**config.mk**
```make
export PLATFORM = sky130hd
export DESIGN_NAME = side_wall_alignment_detector
export DESIGN_NICKNAME = d
export VERILOG_FILES = /design/src/design/swad_pkg.sv /design/src/design/swad_cell.sv /design/src/design/swad_judge.sv /design/src/design/side_wall_alignment_detector.sv
export SDC_FILE = /design/constraint.sdc
export NUM_CORES = 1
export LEC_CHECK = 0
export BUFFER_PORTS_ARGS = -buffer_cell sky130_fd_sc_hd__buf_4
export CELL_PAD_IN_SITES_DETAIL_PLACEMENT = 1
export CELL_PAD_IN_SITES_GLOBAL_PLACEMENT = 2
export CORE_UTILIZATION = 48
export DETAILED_ROUTE_END_ITERATION = 6
export GPL_TIMING_DRIVEN = 0
export MAX_ROUTING_LAYER = met4
export PLACE_DENSITY = 0.95
export SYNTH_ARGS = -nofsm -noshare
export SYNTH_HDL_FRONTEND = slang
export SYNTH_SLANG_ARGS = --single-unit
```
**constraint.sdc**
```tcl
create_clock -name clk -period 12 [get_ports clk]
set_clock_uncertainty 0.2 [all_clocks]
set_input_delay 0.6 -clock clk [delete_from_list [all_inputs] [get_ports clk]]
set_output_delay 0.6 -clock clk [all_outputs]
set_load 0.02 [all_outputs]
```
**src/design/swad_pkg.sv**
```systemverilog
// Shared types and constants for the side wall alignment detector.
// Used by swad_cell, swad_judge and side_wall_alignment_detector.
package swad_pkg;

    localparam int SAMPLE_BITS = 12;
    localparam int CFG_BITS    = 12;
    localparam int CFG_IDX_BITS = 8;

    typedef logic [SAMPLE_BITS-1:0] sample_t;
    typedef logic [CFG_BITS-1:0]    cfg_word_t;

    // Register indexes on the configuration port
    localparam logic [CFG_IDX_BITS-1:0] CFG_LEFT_WALL_LEVEL  = 8'd0;
    localparam logic [CFG_IDX_BITS-1:0] CFG_RIGHT_WALL_LEVEL = 8'd1;
    localparam logic [CFG_IDX_BITS-1:0] CFG_CENTER_TOLERANCE = 8'd2;
    localparam logic [CFG_IDX_BITS-1:0] CFG_STABILITY_LIMIT  = 8'd3;

    // Reset values of the registers
    localparam cfg_word_t RST_LEFT_WALL_LEVEL  = 12'd1000;
    localparam cfg_word_t RST_RIGHT_WALL_LEVEL = 12'd1000;
    localparam cfg_word_t RST_CENTER_TOLERANCE = 12'd100;
    localparam cfg_word_t RST_STABILITY_LIMIT  = 12'd20;

    // Seeds for the running min and max
    localparam sample_t SAMPLE_MAX = {SAMPLE_BITS{1'b1}};
    localparam sample_t SAMPLE_MIN = '0;

    typedef struct packed {
        logic [SAMPLE_BITS-1:0] left_sample;
        logic [SAMPLE_BITS-1:0] right_sample;
        logic                   turning;
    } in_item_t;

    typedef struct packed {
        logic aligned;
        logic window_full;
        logic left_steady;
        logic right_steady;
    } out_item_t;

    typedef struct packed {
        cfg_word_t left_wall_level;
        cfg_word_t right_wall_level;
        cfg_word_t center_tolerance;
        cfg_word_t stability_limit;
    } cfg_t;

    // Running extremes that travel down the cell chain
    typedef struct packed {
        logic    vld;
        sample_t lmin;
        sample_t lmax;
        sample_t rmin;
        sample_t rmax;
    } token_t;

endpackage

```
**src/design/swad_cell.sv**
```systemverilog
// One window cell: holds a left and right sample and folds them into the
// passing min/max token. Depends on swad_pkg.
module swad_cell (
    input  logic              clk,
    input  logic              rst_n,
    input  logic              shift_en,
    input  swad_pkg::sample_t left_in,
    input  swad_pkg::sample_t right_in,
    output swad_pkg::sample_t left_out,
    output swad_pkg::sample_t right_out,
    input  swad_pkg::token_t  tok_in,
    output swad_pkg::token_t  tok_out
);

    swad_pkg::sample_t left_reg;
    swad_pkg::sample_t right_reg;
    swad_pkg::token_t  tok_reg;
    swad_pkg::token_t  tok_next;

    // Shift the samples toward the end of the chain
    always_ff @(posedge clk)
    begin
        if (shift_en)
        begin
            left_reg  <= left_in;
            right_reg <= right_in;
        end
    end

    // Fold this cell's samples into the token
    always_comb
    begin
        tok_next      = tok_in;
        tok_next.lmin = (left_reg  < tok_in.lmin) ? left_reg  : tok_in.lmin;
        tok_next.lmax = (left_reg  > tok_in.lmax) ? left_reg  : tok_in.lmax;
        tok_next.rmin = (right_reg < tok_in.rmin) ? right_reg : tok_in.rmin;
        tok_next.rmax = (right_reg > tok_in.rmax) ? right_reg : tok_in.rmax;
    end

    // Hand the token to the next cell
    always_ff @(posedge clk or negedge rst_n)
    begin
        if (!rst_n)
        begin
            tok_reg <= '0;
        end
        else
        begin
            tok_reg <= tok_next;
        end
    end

    assign left_out  = left_reg;
    assign right_out = right_reg;
    assign tok_out   = tok_reg;

endmodule

```
**src/design/swad_judge.sv**
```systemverilog
// Alignment decision from the current samples, window extremes and
// configuration. Depends on swad_pkg.
module swad_judge (
    input  swad_pkg::sample_t   left_sample,
    input  swad_pkg::sample_t   right_sample,
    input  logic                turning,
    input  logic                full,
    input  swad_pkg::token_t    stats,
    input  swad_pkg::cfg_t      cfg,
    output swad_pkg::out_item_t result
);

    swad_pkg::sample_t lspread;
    swad_pkg::sample_t rspread;
    swad_pkg::sample_t diff;
    logic              lsteady;
    logic              rsteady;
    logic              lwall;
    logic              rwall;

    // Spread of each side and the centering error
    assign lspread = stats.lmax - stats.lmin;
    assign rspread = stats.rmax - stats.rmin;
    assign diff    = (left_sample > right_sample) ? left_sample - right_sample
                                                  : right_sample - left_sample;

    assign lsteady = lspread < cfg.stability_limit;
    assign rsteady = rspread < cfg.stability_limit;
    assign lwall   = left_sample  > cfg.left_wall_level;
    assign rwall   = right_sample > cfg.right_wall_level;

    // Zero everything while turning or before the window holds a full set
    always_comb
    begin
        result = '0;
        if (!turning && full)
        begin
            result.window_full  = 1'b1;
            result.left_steady  = lsteady;
            result.right_steady = rsteady;
            priority if (lwall && rwall && lsteady && rsteady)
                result.aligned = diff < cfg.center_tolerance;
            else if (lwall && !rwall && lsteady)
                result.aligned = 1'b1;
            else if (rwall && !lwall && rsteady)
                result.aligned = 1'b1;
            else
                result.aligned = 1'b0;
        end
    end

endmodule

```
**src/design/side_wall_alignment_detector.sv**
```systemverilog
// Side wall alignment detector top level: configuration registers, fill
// count, cell chain, control sequencer and output register.
// Depends on swad_pkg, swad_cell and swad_judge.
//
//  channel | direction | handshake          | payload
//  --------+-----------+--------------------+--------------------------
//  in      | input     | in_valid/in_stall  | in_item  (swad_pkg::in_item_t)
//  out     | output    | out_valid/out_stall| out_item (swad_pkg::out_item_t)
//  cfg     | input     | cfg_valid/cfg_ready| cfg_index, cfg_data
//
// An item that sweeps the window passes through the sweep and done states
// before the next accept: the min/max token walks one cell per cycle down the
// chain. Turning items and items before the window is full go straight to done.
// Reset clears the fill count, the sequencer and the output valid; window
// samples are not reset. A stalled output holds the result; the next item
// can be accepted while it waits, and its result is held until out is free.
module side_wall_alignment_detector #(
    parameter int WINDOW_DEPTH = 5
) (
    input  logic                                 clk,
    input  logic                                 rst_n,
    input  logic                                 in_valid,
    output logic                                 in_stall,
    input  swad_pkg::in_item_t                   in_item,
    output logic                                 out_valid,
    input  logic                                 out_stall,
    output swad_pkg::out_item_t                  out_item,
    input  logic                                 cfg_valid,
    output logic                                 cfg_ready,
    input  logic [swad_pkg::CFG_IDX_BITS-1:0]    cfg_index,
    input  logic [swad_pkg::CFG_BITS-1:0]        cfg_data
);

    localparam int FILL_W = $clog2(WINDOW_DEPTH + 1);
    localparam logic [FILL_W-1:0] FILL_FULL = FILL_W'(WINDOW_DEPTH);

    typedef enum logic [1:0] {
        ST_IDLE,
        ST_SWEEP,
        ST_DONE
    } state_t;

    state_t              state_reg;
    swad_pkg::cfg_t      cfg_reg;
    logic [FILL_W-1:0]   fill_reg;
    logic [FILL_W-1:0]   fill_next;
    logic                start_reg;
    logic                out_valid_reg;
    swad_pkg::out_item_t out_reg;
    swad_pkg::out_item_t res_reg;
    swad_pkg::out_item_t judged;
    swad_pkg::in_item_t  item_reg;
    logic                full_reg;
    logic                accept;
    logic                shift_en;
    logic                out_free;
    swad_pkg::token_t    seed;
    swad_pkg::sample_t   left_chain  [WINDOW_DEPTH+1];
    swad_pkg::sample_t   right_chain [WINDOW_DEPTH+1];
    swad_pkg::token_t    tok_chain   [WINDOW_DEPTH+1];

    assign accept    = in_valid && !in_stall;
    assign in_stall  = (state_reg != ST_IDLE);
    assign shift_en  = accept && !in_item.turning;
    assign out_free  = !out_valid_reg || !out_stall;
    assign cfg_ready = 1'b1;

    // Write the configuration registers; unknown indexes are dropped
    always_ff @(posedge clk or negedge rst_n)
    begin
        if (!rst_n)
        begin
            cfg_reg.left_wall_level  <= swad_pkg::RST_LEFT_WALL_LEVEL;
            cfg_reg.right_wall_level <= swad_pkg::RST_RIGHT_WALL_LEVEL;
            cfg_reg.center_tolerance <= swad_pkg::RST_CENTER_TOLERANCE;
            cfg_reg.stability_limit  <= swad_pkg::RST_STABILITY_LIMIT;
        end
        else if (cfg_valid && cfg_ready)
        begin
            unique case (cfg_index)
                swad_pkg::CFG_LEFT_WALL_LEVEL:  cfg_reg.left_wall_level  <= cfg_data;
                swad_pkg::CFG_RIGHT_WALL_LEVEL: cfg_reg.right_wall_level <= cfg_data;
                swad_pkg::CFG_CENTER_TOLERANCE: cfg_reg.center_tolerance <= cfg_data;
                swad_pkg::CFG_STABILITY_LIMIT:  cfg_reg.stability_limit  <= cfg_data;
                default: ;
            endcase
        end
    end

    // Advance the fill count, saturating at a full window; a turning item clears it
    always_comb
    begin
        if (in_item.turning)
            fill_next = '0;
        else if (fill_reg == FILL_FULL)
            fill_next = fill_reg;
        else
            fill_next = fill_reg + FILL_W'(1);
    end

    // Cell chain: samples shift in at the head, token walks one cell a cycle
    assign left_chain[0]  = in_item.left_sample;
    assign right_chain[0] = in_item.right_sample;

    always_comb
    begin
        seed      = '0;
        seed.vld  = start_reg;
        seed.lmin = swad_pkg::SAMPLE_MAX;
        seed.lmax = swad_pkg::SAMPLE_MIN;
        seed.rmin = swad_pkg::SAMPLE_MAX;
        seed.rmax = swad_pkg::SAMPLE_MIN;
    end

    assign tok_chain[0] = seed;

    for (genvar i = 0; i < WINDOW_DEPTH; i++)
    begin : g_cell
        swad_cell u_cell (
            .clk       (clk),
            .rst_n     (rst_n),
            .shift_en  (shift_en),
            .left_in   (left_chain[i]),
            .right_in  (right_chain[i]),
            .left_out  (left_chain[i+1]),
            .right_out (right_chain[i+1]),
            .tok_in    (tok_chain[i]),
            .tok_out   (tok_chain[i+1])
        );
    end

    swad_judge u_judge (
        .left_sample  (item_reg.left_sample),
        .right_sample (item_reg.right_sample),
        .turning      (item_reg.turning),
        .full         (full_reg),
        .stats        (tok_chain[WINDOW_DEPTH]),
        .cfg          (cfg_reg),
        .result       (judged)
    );

    // Hold the accepted item for the decision
    always_ff @(posedge clk)
    begin
        if (accept)
        begin
            item_reg <= in_item;
            full_reg <= (fill_next == FILL_FULL);
        end
    end

    // Sequencer, fill count and output register
    always_ff @(posedge clk or negedge rst_n)
    begin
        if (!rst_n)
        begin
            state_reg     <= ST_IDLE;
            fill_reg      <= '0;
            start_reg     <= 1'b0;
            out_valid_reg <= 1'b0;
            res_reg       <= '0;
            out_reg       <= '0;
        end
        else
        begin
            start_reg <= 1'b0;
            if (out_valid_reg && !out_stall)
                out_valid_reg <= 1'b0;

            unique case (state_reg)
                ST_IDLE:
                begin
                    if (accept)
                    begin
                        fill_reg <= fill_next;
                        if (!in_item.turning && fill_next == FILL_FULL)
                        begin
                            start_reg <= 1'b1;
                            state_reg <= ST_SWEEP;
                        end
                        else
                        begin
                            state_reg <= ST_DONE;
                        end
                    end
                end
                ST_SWEEP:
                begin
                    if (tok_chain[WINDOW_DEPTH].vld)
                    begin
                        res_reg   <= judged;
                        state_reg <= ST_DONE;
                    end
                end
                ST_DONE:
                begin
                    if (out_free)
                    begin
                        out_reg       <= full_reg && !item_reg.turning ? res_reg : judged;
                        out_valid_reg <= 1'b1;
                        state_reg     <= ST_IDLE;
                    end
                end
                default:
                begin
                    state_reg <= ST_IDLE;
                end
            endcase
        end
    end

    assign out_valid = out_valid_reg;
    assign out_item  = out_reg;

    // An accepted item blocks the input until its result is loaded into the output register
    a_busy_after_accept: assert property (@(posedge clk) disable iff (!rst_n)
        accept |=> in_stall)
        else $error("input not stalled after accept");

    // Aligned or steady only comes with a full window
    a_full_needed: assert property (@(posedge clk) disable iff (!rst_n)
        out_valid && (out_item.aligned || out_item.left_steady || out_item.right_steady)
        |-> out_item.window_full)
        else $error("result flags set without a full window");

    // Fill count never passes the window depth
    a_fill_bound: assert property (@(posedge clk) disable iff (!rst_n)
        fill_reg <= FILL_FULL)
        else $error("fill count beyond window depth");

    // The token leaves the chain only during a sweep
    a_token_in_sweep: assert property (@(posedge clk) disable iff (!rst_n)
        tok_chain[WINDOW_DEPTH].vld |-> state_reg == ST_SWEEP)
        else $error("token left the chain outside a sweep");

endmodule
```
---- After elaboration in Yosys (flattened, before gate mapping) ----
Cells that the tools add are included.
word-level totals
  bits in registers ....................... 454
  logic and storage cells ................. 166
  input port bits ......................... 50
  output and inout bits ................... 7
cells by class
  eq/ne operators ......................... 10
  $add $sub $neg .......................... 5
  order comparisons ....................... 26
  reduce and logical (&&, ||, !) cells .... 31
  multiplexer cells ....................... 39
operators by type and width
  operator              number
  $mux 12               21
  $gt 12x12->1          11
  $lt 12x12->1          11
  $sub 12x12->12        4
  $gt 12x1->1 const B   2
  $lt 12x12->1 const B  2
  $eq 8x2->1 const B    2
  $reduce_and 2->1      7
  $logic_and 1x1->1     12
  $mux 1                9
  $eq 8x1->1 const B    1
  $logic_not 8->1       1
  $mux 2                4
  $mux 4                2
  $logic_not 1->1       7
  $eq 3x3->1 const B    2
  $mux 3                2
  $pmux 2 s3            1
  $ne 2x2->1 const B    2
  $add 3x1->3 const B   1
  $reduce_and 3->1      1
  $eq 2x1->1 const B    1
  $eq 2x2->1 const B    1
  $logic_not 2->1       1
  3 further kinds       3

---- Longest topological paths before layout ----
Gate-level depths: netlist of the first run.
  depth in word-level cells ............... 9
  gate-level depth with buffers ........... 20
  depth with buffers taken out ............ 19

---- Modules after synthesis ----
From an unflattened synthesis of the first run, not the netlist that was laid out.
second synthesis, totals
  cell total of the unflattened synthesis .. 2,131
  area total of the unflattened synthesis .. 25,191.7 µm²
by module, submodules not included
  module                        area each (µm²)  cells each  seq. area each (µm²)  times used
  swad_cell                     3,657.3          288         1,946.9               5
  swad_judge                    3,478.3          484         0.0                   1
  side_wall_alignment_detector  3,427.0          207         2,378.5               1

---- Worst setup path after synthesis of the first run ----
No wires, ideal clock.
  kind .................................... in2reg
  start ................................... input in_valid
  end ..................................... register g_cell[0].u_cell.left_reg[0], enable pin
  library setup time ...................... 600 ps
  buffers on the path ..................... 0
  arrival ................................. 5,694 ps
  setup slack ............................. 5,506 ps
  stages .................................. 2
  data required time ...................... 11,200 ps
  cell sequence ........................... nand2_1 -> nor2_1
between the ends
  word-level cells in the longest chain between the ends .. 2
RTL lines
  what                           line                                RTL
  start, declared                side_wall_alignment_detector.sv:22  input logic in_valid,
  $logic_and 1x1->1              side_wall_alignment_detector.sv:62  assign accept = in_valid && !in_stall;
  $logic_and 1x1->1              side_wall_alignment_detector.sv:64  assign shift_en = accept && !in_item.turning;
  net g_cell[0].u_cell.shift_en  swad_cell.sv:6                      input logic shift_en,
  end signal, assigned           swad_cell.sv:25                     left_reg <= left_in;
  end, declared                  swad_cell.sv:15                     swad_pkg::sample_t left_reg;
The timed path passes the listed nets, and every way through them passes these cells.
A chain may end at the register's enable or synchronous reset.

---- Final worst setup path of the first run ----
  start ................................... register item_reg[13] (netlist bit)
  end ..................................... register res_reg[3] (netlist bit)
between the ends
  word-level cells in the longest chain between the ends .. 8
  elaborated cells between the ends (all ways) .. 18
  classes of those cells .................. add/sub (2); order compare (3); mux (5); reduce/logical (8)
RTL lines
  what                                                    line                                 RTL
  start, declared                                         side_wall_alignment_detector.sv:52   swad_pkg::in_item_t item_reg;
  start signal, assigned                                  side_wall_alignment_detector.sv:147  item_reg <= in_item;
  branches (longest 6 deep; another with $sub 12x12->12)  n/a
  $mux 1 *                                                swad_judge.sv:41                     priority if (lwall && rwall && lsteady && rsteady)
  $mux 4 *                                                swad_judge.sv:36                     if (!turning && full)
  end signal, assigned                                    side_wall_alignment_detector.sv:191  res_reg <= judged;
  end, declared                                           side_wall_alignment_detector.sv:50   swad_pkg::out_item_t res_reg;
Every way passes the cells marked *.

==> key figures, run 1 <==
Run
  • Max Cap Violations: 0

Timing
  • Final critical-path required period: between 4000 and 5000 ps
  • Sum of negative setup slack: 0 ps
  • Fmax: between 0.2 and 0.25 GHz
  • Final Max Slew Viols: 0
  • Final Cycle Share: between 30% and 40%
  • Unrepaired setup endpoints after global routing: no
  • Worst slew pin tran: about 1200 ps
  • Final hold viol count: 0
  • Slew HR: 19.8%
  • Final setup viols: 0

Clocking
  • CTS H-tree lvls: 2
  • Clock Latency Late Sink: between 500 and 600 ps
  • Root Driver: clkbuf_16
  • Reg clk slew, reported paths: 60 ps
  • Clock Sinks: about 450
  • Max clock buf depth: 3
  • CTS tree: done
  • CTS buffer count: 46
  • PostCTS Resize Cnt: 0

Routing
  • Drt total wl: just under 60 mm
  • First-pass DRT Iterations: 4
  • Via Count: 14865
  • WL/cell: approximately 22 µm
  • DRC: 0
  • Via-to-Cell Ratio: ~5.5
  • DR iter-0 viols: a little under 700
  • Antenna-violating nets left: 0

Cells and area
  • Synthesis-to-layout area growth: 12.9%
  • # diodes: 0
  • Layout Nets: about 2400
  • Share of cells above drive strength 1: between 15 and 20%
  • Fin util: 55.3%
  • Max FFs per register: roughly 250

Pwr
  • PwrDens: 122 nW/µm²
  • Int Pwr: approximately 0.0026 W
  • Comb pwr share: around 2.5%
  • Worst IR Drop VDD: 0.118 mV
  • Switching pwr: approximately 0.00066 W
  • Seq pwr share: 49.7%
  • Sw frac: between 20% and 30%
  • Leakage: between 10 and 15 nW
  • Clock Power Share: 47.8%

Worst setup path
  • Worst EP required: 12280 ps
  • WS Path Type: reg2reg
  • Crit path DAT: just under 5000 ps
  • Crit Path Max Fanout: 10
  • Worst setup EP type: register
  • Startpoint Class: register

Floorplanning
  • Floorplan row count: 80
  • Die width: about 220 µm
  • I/O Pins: between 50 and 60
  • Chip height: 223 µm
  • Initial Util: 48.9%
  • Core area: 47900 µm²
  • Die area: roughly 50000 µm²

Yosys
  • Mapped Cells: 1936
  • Top cells by count, synth: inv_1, dfrtp_1, ha_1, mux2_2, edfxtp_1
  • Post-synth EDFFs: 146
  • Top-area cell type share of the netlist area: a little under a third
  • Asr flop ratio synth: 67.8%
  • Synth Warn #: 0
  • Synth Area per Inst: 12.1 µm²
  • Syn_nets: around 2300
  • Register area share after synthesis: between 50% and 60%
  • Post-synthesis register bit count: ~450
  • Post-synth top area cell: dfrtp_1
  • Top area cells in the synthesized netlist: dfrtp_1, edfxtp_1, ha_1
  • Most frequent cell after synthesis: inv_1
  • Cell Area, Synth: 23500 µm²
  • Netlist cell types: between 60 and 70
  • Primary FF master, synth: dfrtp_1

Worst hold path
  • HP Class: in2reg

Global routing
  • Pin count of the biggest net entering global routing: about 130
  • Number of global-route vias before repair: ~17000
  • GRT Total Usage: 24.9%
  • Leftover overflow at the end of global routing: 0
  • Initial antenna violation count: 1
  • First-pass GRT wire length: ~93 mm

Place
  • DP HPWL: between 40 and 50 mm
  • PortBufs: 55
  • Routability Congestion: approximately 0.89

Outcome
  • Outcome: complete, no violations
==> layout make-up <==
class	count	area [µm²]
Fill cell	4804	21500
Sequential cell	454	12100
Multi-Input combinational cell	1113	9940
Clock buffer	60	1310
Inverter	294	1100
Tap cell	615	769
Timing Repair Buffer	65	596
Clock inverter	26	340
Buffer	75	328
==> logic make-up after synthesis <==
kind of cell / Yosys count / synth area share [%]
AO/OA/AOI/OAI: 313 / 8.53
XOR/XNOR: 30 / 1.12
adder cells (fa/ha/maj): 292 / 15.7
buffers and inverters: 369 / 6.10
flip-flops: 454 / 51.6
multiplexers: 239 / 11.4
other: 1 / 0.0160
AND/OR/NAND/NOR: 238 / 5.50
==> power by group through the flow <==
stage	clock network, W	logic, W	registers [W]
final	0.00155	0.0000815	0.00161
after global routing	0.00162	0.0000916	0.00161
after CTS	0.00157	0.0000836	0.00161
after detailed placement	0	0.0000810	0.00164
after global placement	0	0.0000734	0.00164
after floorplan	0	0.0000270	0.00164
==> path summary, 6_finish.rpt <==
check | from | end | slack, ps | cells past startpoint
max | item_reg[13]$_DFFE_PP_ | res_reg[3]$_DFFE_PN0P_ | 7420 | 20
min | in_item[10] | item_reg[10]$_DFFE_PP_ | 30 | 1
max reg2reg | item_reg[13]$_DFFE_PP_ | res_reg[3]$_DFFE_PN0P_ | 7420 | 20
min reg2reg | g_cell[3].u_cell.tok_out[48]$_DFF_PN0_ | g_cell[4].u_cell.tok_out[48]$_DFF_PN0_ | 150 | 0
max in group asynchronous | rst_n | g_cell[1].u_cell.tok_out[40]$_DFF_PN0_ | 10120 | 3
min in group asynchronous | rst_n | fill_reg[0]$_DFFE_PN0P_ | 380 | 2
==> critical path, cell delays in order (launching register included) <==
cell	delay, ps
edfxtp_1	460
inv_1	110
ha_1	160
inv_1	60
fa_1	410
a21oi_1	190
or3b_1	190
a31oi_2	110
a221oi_1	360
o21ai_2	150
buf_6	180
mux2i_1	180
xor2_1	210
ha_1	280
a21o_1	160
a21o_1	170
a21oi_1	140
a31oi_1	100
nor2_1	280
a22oi_1	160
o211ai_1	230
==> metal layers <==
layer / vias up / part of all wire, % / global-route usage [%] / wire (µm)
met3: 114 / 2.6 / 2.42 / 1540
met1: 7557 / 42 / 29.5 / 24600
li1: 6967 / - / - / -
met2: 227 / 53 / 44.7 / 30700
met5: - / 0 / - / 0
met4: 0 / 2.6 / 7.10 / 1550
==> stage by stage <==
| step | hold WS, ps | total power (W) | setup WS [ps] | cells | instance area, µm² |
|---|---|---|---|---|---|
| floorplan | 104 | 0.00166 | 5510 | 1936 | 23500 |
| global placement | 135 | 0.00171 | 2460 | 2606 | 24600 |
| detailed placement | 138 | 0.00172 | 7430 | 2612 | 24800 |
| CTS | 0.318 | 0.00327 | 7390 | 2702 | 26500 |
| global route | 14.7 | 0.00332 | 7090 | 2702 | 26500 |
| finish | 25.2 | 0.00324 | 7420 | 2702 | 26500 |
==> layout by cell type, fill, tap and decap left out, types with 5 or more instances in the layout <==
master and instances:
o21ai_0 57, mux2i_1 9, o211a_1 5, nor2_1 33, o21bai_1 8, buf_4 59, ha_1 288, a211oi_1 10
nand4_1 35, o211ai_1 13, clkbuf_16 49, o21ai_1 9, mux2_2 229, nand2b_1 25, a21oi_1 82, buf_2 16
xnor2_1 23, o22ai_1 6, nor2b_1 24, dfstp_2 17, nand2_1 42, a21o_1 65, o21a_1 28, nand3_1 14
xor2_1 7, or3_1 9, edfxtp_1 146, inv_1 294, bufinv_16 8, clkbuf_1 57, nor3_1 24, nand3b_1 8
dfrtp_1 291, clkinv_2 9, a31oi_1 6
==> repair_timing <==
action                    CTS  global route
hold endpoints to repair   63             0
hold buffers                4             0
buffers inserted            0             0
(Power assumes the default switching activity.)
==> run 2: changes to the inputs <==
- CORE_UTILIZATION: 48 -> 44
- PLACE_DENSITY: 0.95 -> 0.89
- clock period: 12 -> 4.3 ns (I/O delays scaled with it)
==> key figures, run 2 (same netlist as run 1, synthesis figures left out) <==
Outcome
  • Outcome: finished, violations left
  • Failing checks: negative hold slack

Clocking
  • Root Driver: clkbuf_16
  • CTS tree: done
  • Clock Latency Late Sink: between 500 and 600 ps
  • Max clock buf depth: 3
  • CTS buffer count: between 40 and 50
  • Reg clk slew, reported paths: 60 ps
  • Clock Sinks: approximately 450
  • CTS H-tree lvls: 2

Timing
  • Unrepaired setup endpoints after global routing: yes
  • Worst hold slack: -10.6 ps
  • Fmax: 0.237 GHz
  • Sum of negative setup slack: 0 ps
  • Worst slew pin tran: about 1200 ps
  • Final hold viol count: 4
  • Final Max Slew Viols: 0
  • Final critical-path required period: 4220 ps
  • Final setup viols: 0
  • Slew HR: between 10% and 20%
  • Final Cycle Share: ~100%

Worst setup path
  • R2R setup slack: between 70 and 80 ps
  • CP max stage cell: edfxtp_1
  • Cell Chain, Critical Path: ha_1, buf_6, nand2_1, or3b_4, a31oi_4, a221oi_4, o21ai_2, buf_6, buf_12, mux2_2, ha_1, a21boi_1, o21ai_1, a211o_1, a31oi_1, nor2_2, a22oi_2, o211ai_1
  • Worst Path Buf+Inv: 3
  • Worst EP required: about 4600 ps
  • Startpoint Class: register
  • Worst setup EP type: register
  • Crit Path Max Fanout: 6
  • Reg-to-reg startpoint: item_reg[18]$_DFFE_PP_
  • Critical R2R Capture: res_reg[3]$_DFFE_PN0P_
  • Worst R2R Path Depth: 18
  • WS Path Type: reg2reg
  • Top Family by Delay on Critical Path: compound AO/OA/AOI/OAI gates
  • Crit path DAT: about 4500 ps
  • Max incr delay on CP: between 400 and 500 ps

Pwr
  • Total Power: slightly below 0.009 W
  • Worst IR Drop VDD: 0.283 mV
  • Leakage: 12.6 nW
  • PwrDens: 323 nW/µm²

Cells and area
  • # diodes: 0
  • Synthesis-to-layout area growth: 16.0%
  • Commonest non-fill, non-tap cells in the layout: inv_1, dfrtp_1, ha_1
  • Fin area: ~27000 µm²
  • Max FFs per register: roughly 250
  • Layout Nets: between 2000 and 2500
  • Fin cells: approximately 2800
  • Share of cells above drive strength 1: 21.1%
  • Commonest non-fill, non-tap cell in the layout: inv_1

Global routing
  • Initial antenna violation count: 3
  • Leftover overflow at the end of global routing: 0
  • Number of global-route vias before repair: around 17000
  • GRT Total Usage: between 20% and 30%
  • First-pass GRT wire length: approximately 90 mm
  • Pin count of the biggest net entering global routing: 122

Place
  • DP HPWL: between 40 and 50 mm
  • Routability Congestion: approximately 0.85
  • Inst Count DP: 2685
  • PortBufs: 55
  • Post-placement cell area: approximately 25000 µm²

Floorplanning
  • Die width: between 200 and 250 µm
  • Die area: roughly 54000 µm²
  • Floorplan row count: between 80 and 90
  • Chip height: about 230 µm
  • Initial Util: 44.6%
  • I/O Pins: between 50 and 60
  • Core area: about 53000 µm²

Routing
  • Via-to-Cell Ratio: 5.27
  • First-pass DRT Iterations: 5
  • DR iter-0 viols: 627
  • WL/cell: slightly above 20 µm
  • Antenna-violating nets left: 0
  • DRC: 0
  • Via Count: 14964
  • Drt total wl: between 50 and 60 mm

Run
  • Max Cap Violations: 0

Worst hold path
  • HP Class: in2async
run 2: changes by cell type in the layout (fill, tap and decap cells not counted), moves of 4 or more:
cell,change
a21oi_1,-4
a21oi_2,+4
buf_4,+14
bufinv_16,-4
clkbuf_1,+5
dlygate4sd3_1,+46
ha_1,-5
mux2i_1,-4
run 2: power breakdown:
part / total, W / internal (W) / switching, W
combinational: 0.000266 / 0.000111 / 0.000155
clock: 0.00402 / 0.00234 / 0.00168
sequential: 0.00449 / 0.00448 / 0.0000145
run 2: metal layers:
layer	vias to the layer above	share of wire [%]	routed length [µm]	global-route usage, %
met4	0	3.8	2160	8.05
met3	120	3.3	1900	3.17
met2	202	51	29400	39.2
met5	-	0	0	-
li1	7079	-	-	-
met1	7563	42	23800	26.1
run 2: repair_timing:
item / in CTS / in global routing
hold buffers: 50 / 0
setup buffers: 9 / 7
pin swaps: 4 / 21
setup endpoints to repair: 1 / 2
endpoints found under the hold margin: 241 / 0
resized for setup: 10 / 32
run 2: worst max-delay path by stage:
| stage | start | end | slack [ps] | cells past startpoint |
|---|---|---|---|---|
| final | item_reg[18]$_DFFE_PP_ | res_reg[3]$_DFFE_PN0P_ | 80 | 18 |
| after global routing | item_reg[9]$_DFFE_PP_ | res_reg[3]$_DFFE_PN0P_ | -90 | 20 |
| after CTS | item_reg[13]$_DFFE_PP_ | res_reg[3]$_DFFE_PN0P_ | 20 | 20 |
| after detailed placement | item_reg[13]$_DFFE_PP_ | res_reg[3]$_DFFE_PN0P_ | -370 | 20 |
| after global placement | item_reg[13]$_DFFE_PP_ | res_reg[3]$_DFFE_PN0P_ | -330 | 20 |
| after floorplan | item_reg[13]$_DFFE_PP_ | res_reg[3]$_DFFE_PN0P_ | 560 | 19 |
run 2: through the flow:
stage               utilization [%]  setup slack (ps)
detailed placement             47.3              -367
global route                   51.7             -86.0
CTS                            51.3              16.4
global placement               47.0              -333
floorplan                         -               560
finish                         51.7              77.5
run 2: worst register-to-register path: cells and delay by family, from the launching register on:
family,cells,cell delay [ps]
buf+inv,3,380
mux,1,330
compound gates,9,1480
simple gates,3,600
fa+ha+maj,2,620
flops,1,480
run 2: cell type report:
type	instances	area, µm²
Buffer	74	333
Tap cell	688	861
Clock buffer	64	1280
Inverter	294	1100
Multi-Input combinational cell	1113	10100
Sequential cell	454	12100
Timing Repair Buffer	127	1190
Fill cell	5393	25400
Clock inverter	24	240
==> run 3: changes to the inputs <==
- HOLD_SLACK_MARGIN: default -> 0.03
==> key figures, run 3 (same netlist as run 1, synthesis figures left out) <==
Outcome
  • Outcome: complete, no violations

Global routing
  • First-pass GRT wire length: around 91 mm
  • Met2 usage: between 30% and 40%
  • Leftover overflow at the end of global routing: 0
  • Number of global-route vias before repair: between 15000 and 20000
  • Grt met1 use: a little over a quarter
  • M3 GR Usage: around 3.2%
  • Pin count of the biggest net entering global routing: about 120
  • GR peak layer: met2
  • Initial antenna violation count: 4
  • GRT Total Usage: roughly 22%

Run
  • Max Cap Violations: 0

Clocking
  • CTS tree: done
  • Root Driver: clkbuf_16
  • CTS buffer count: 47
  • Max clock buf depth: 3
  • Clock Latency Late Sink: 580 ps
  • Reg clk slew, reported paths: about 60 ps
  • Clock Sinks: roughly 450
  • CTS H-tree lvls: 2

Routing
  • DRC: 0
  • First-pass DRT Iterations: 5
  • Antenna-violating nets left: 0
  • Via Count: 15000
  • WL/cell: just over 20 µm
  • DR iter-0 viols: ~600
  • Via-to-Cell Ratio: 5.28
  • Drt total wl: 57.4 mm

Place
  • Routability Congestion: about 0.85
  • PortBufs: 55
  • DP HPWL: a little over 40 mm

Cells and area
  • Max FFs per register: 245
  • Commonest non-fill, non-tap cells in the layout: inv_1, dfrtp_1, ha_1
  • Share of cells above drive strength 1: between 20% and 30%
  • Commonest non-fill, non-tap cell in the layout: inv_1
  • # fillers: between 5000 and 6000
  • # diodes: 0
  • Layout Nets: around 2500
  • Synthesis-to-layout area growth: 16.1%

Worst hold path
  • Hold Path End: g_cell[4].u_cell.tok_out[48]$_DFF_PN0_
  • Hold_sp: g_cell[3].u_cell.tok_out[48]$_DFF_PN0_
  • HP Class: reg2reg
  • Hold path cells: 0

Pwr
  • Leakage: ~13 nW
  • Sw frac: 21.1%
  • Switching pwr: roughly 0.0019 W
  • Comb pwr share: 3.1%
  • Worst IR Drop VDD: roughly 0.28 mV
  • Int Pwr: ~0.0069 W
  • Total Power: ~0.0088 W
  • Clock Power Share: roughly 46%
  • PwrDens: 322 nW/µm²
  • Seq pwr share: 51.2%

Worst setup path
  • Reg-to-reg startpoint: item_reg[18]$_DFFE_PP_
  • Worst setup EP type: register
  • Startpoint Class: register
  • WS Path Type: reg2reg
  • CP max stage cell: edfxtp_1
  • Cell Chain, Critical Path: ha_1, buf_6, nand2_1, or3b_4, a31oi_4, a221oi_4, o21ai_2, buf_6, buf_12, mux2_2, ha_1, a21boi_1, o21ai_1, a211o_1, a31oi_1, nor2_2, a22oi_2, o211ai_1
  • Critical R2R Capture: res_reg[3]$_DFFE_PN0P_
  • Worst EP required: ~4600 ps
  • Worst Path Buf+Inv: 3
  • Max incr delay on CP: 480 ps
  • Crit path DAT: 4500 ps
  • Crit Path Max Fanout: 6
  • Top Family by Delay on Critical Path: compound AO/OA/AOI/OAI gates
  • R2R setup slack: 60 ps
  • Worst R2R Path Depth: 18

Floorplanning
  • Chip height: 233 µm
  • Die area: 54300 µm²
  • Initial Util: between 40% and 50%
  • I/O Pins: 57
  • Core area: 52700 µm²
  • Die width: ~230 µm
  • Floorplan row count: between 80 and 90

Timing
  • Fmax: 0.236 GHz
  • Slew HR: approximately 16%
  • Worst hold slack: 157 ps
  • Worst slew pin tran: ~1300 ps
  • Unrepaired setup endpoints after global routing: yes
  • Final critical-path required period: roughly 4200 ps
  • Final hold viol count: 0
  • Final Max Slew Viols: 0
  • Final setup viols: 0
  • Final Cycle Share: between 90 and 100%
## run 3: cell types whose count changed in the layout (fill, tap and decap cells not counted)
cell,delta
dlygate4sd3_1,+3
## run 3: power by group through the flow
stage	registers [W]	logic, W	clock network, W
after floorplan	0.00457	0.0000753	0
after global placement	0.00457	0.000207	0
after detailed placement	0.00458	0.000227	0
after CTS	0.00449	0.000267	0.00410
after global routing	0.00449	0.000297	0.00428
final	0.00449	0.000268	0.00402
## run 3: final cells by class
cell class                      count  area, µm²  share of cell area (%)
Timing Repair Buffer              130       1220                    4.49
Sequential cell                   454      12100                    44.5
Buffer                             74        333                    1.22
Multi-Input combinational cell   1113      10100                    37.0
Clock buffer                       64       1280                    4.70
Inverter                          294       1100                    4.05
Tap cell                          688        861                    3.16
Clock inverter                     24        240                   0.882
## run 3: timing repair
action                                  4_1_cts  5_1_grt
pin swaps                                     4       21
gates resized for setup                      10       32
hold buffers                                 53        0
endpoints found under the setup margin        1        2
setup buffers                                 9        7
endpoints found under the hold margin       292        0
## run 3: worst max-delay path by stage
stage                             endpoint                   start  cells past startpoint  slack [ps]
global route        res_reg[3]$_DFFE_PN0P_   item_reg[5]$_DFFE_PP_                     18         -80
global placement    res_reg[3]$_DFFE_PN0P_  item_reg[13]$_DFFE_PP_                     20        -330
CTS                 res_reg[3]$_DFFE_PN0P_  item_reg[13]$_DFFE_PP_                     20          20
finish              res_reg[3]$_DFFE_PN0P_  item_reg[18]$_DFFE_PP_                     18          60
floorplan           res_reg[3]$_DFFE_PN0P_  item_reg[13]$_DFFE_PP_                     19         560
detailed placement  res_reg[3]$_DFFE_PN0P_  item_reg[13]$_DFFE_PP_                     20        -370
## run 3: metal layers
metal / wire [µm] / vias up
met2: 29700 / 191
met5: 0 / -
met4: 1830 / 0
li1: - / 7081
met3: 1750 / 103
met1: 24100 / 7625
## run 3: per-stage QoR
step | area, µm² | std cells | utilization, % | setup TNS (ps) | setup slack [ps]
floorplan | 23500 | 1936 | - | 0 | 560
detailed placement | 24900 | 2685 | 47.3 | -367 | -367
global route | 27200 | 2841 | 51.7 | -84.1 | -84.1
CTS | 27100 | 2834 | 51.4 | 0 | 16.4
finish | 27200 | 2841 | 51.7 | 0 | 56.0
global placement | 24700 | 2679 | 47.0 | -1940 | -333
## run 3: worst register-to-register path, cell delays in order (launching register included)
cell	delay, ps
edfxtp_1	480
ha_1	350
buf_6	110
nand2_1	80
or3b_4	420
a31oi_4	220
a221oi_4	90
o21ai_2	180
buf_6	160
buf_12	110
mux2_2	330
ha_1	270
a21boi_1	160
o21ai_1	80
a211o_1	250
a31oi_1	220
nor2_2	110
a22oi_2	180
o211ai_1	110
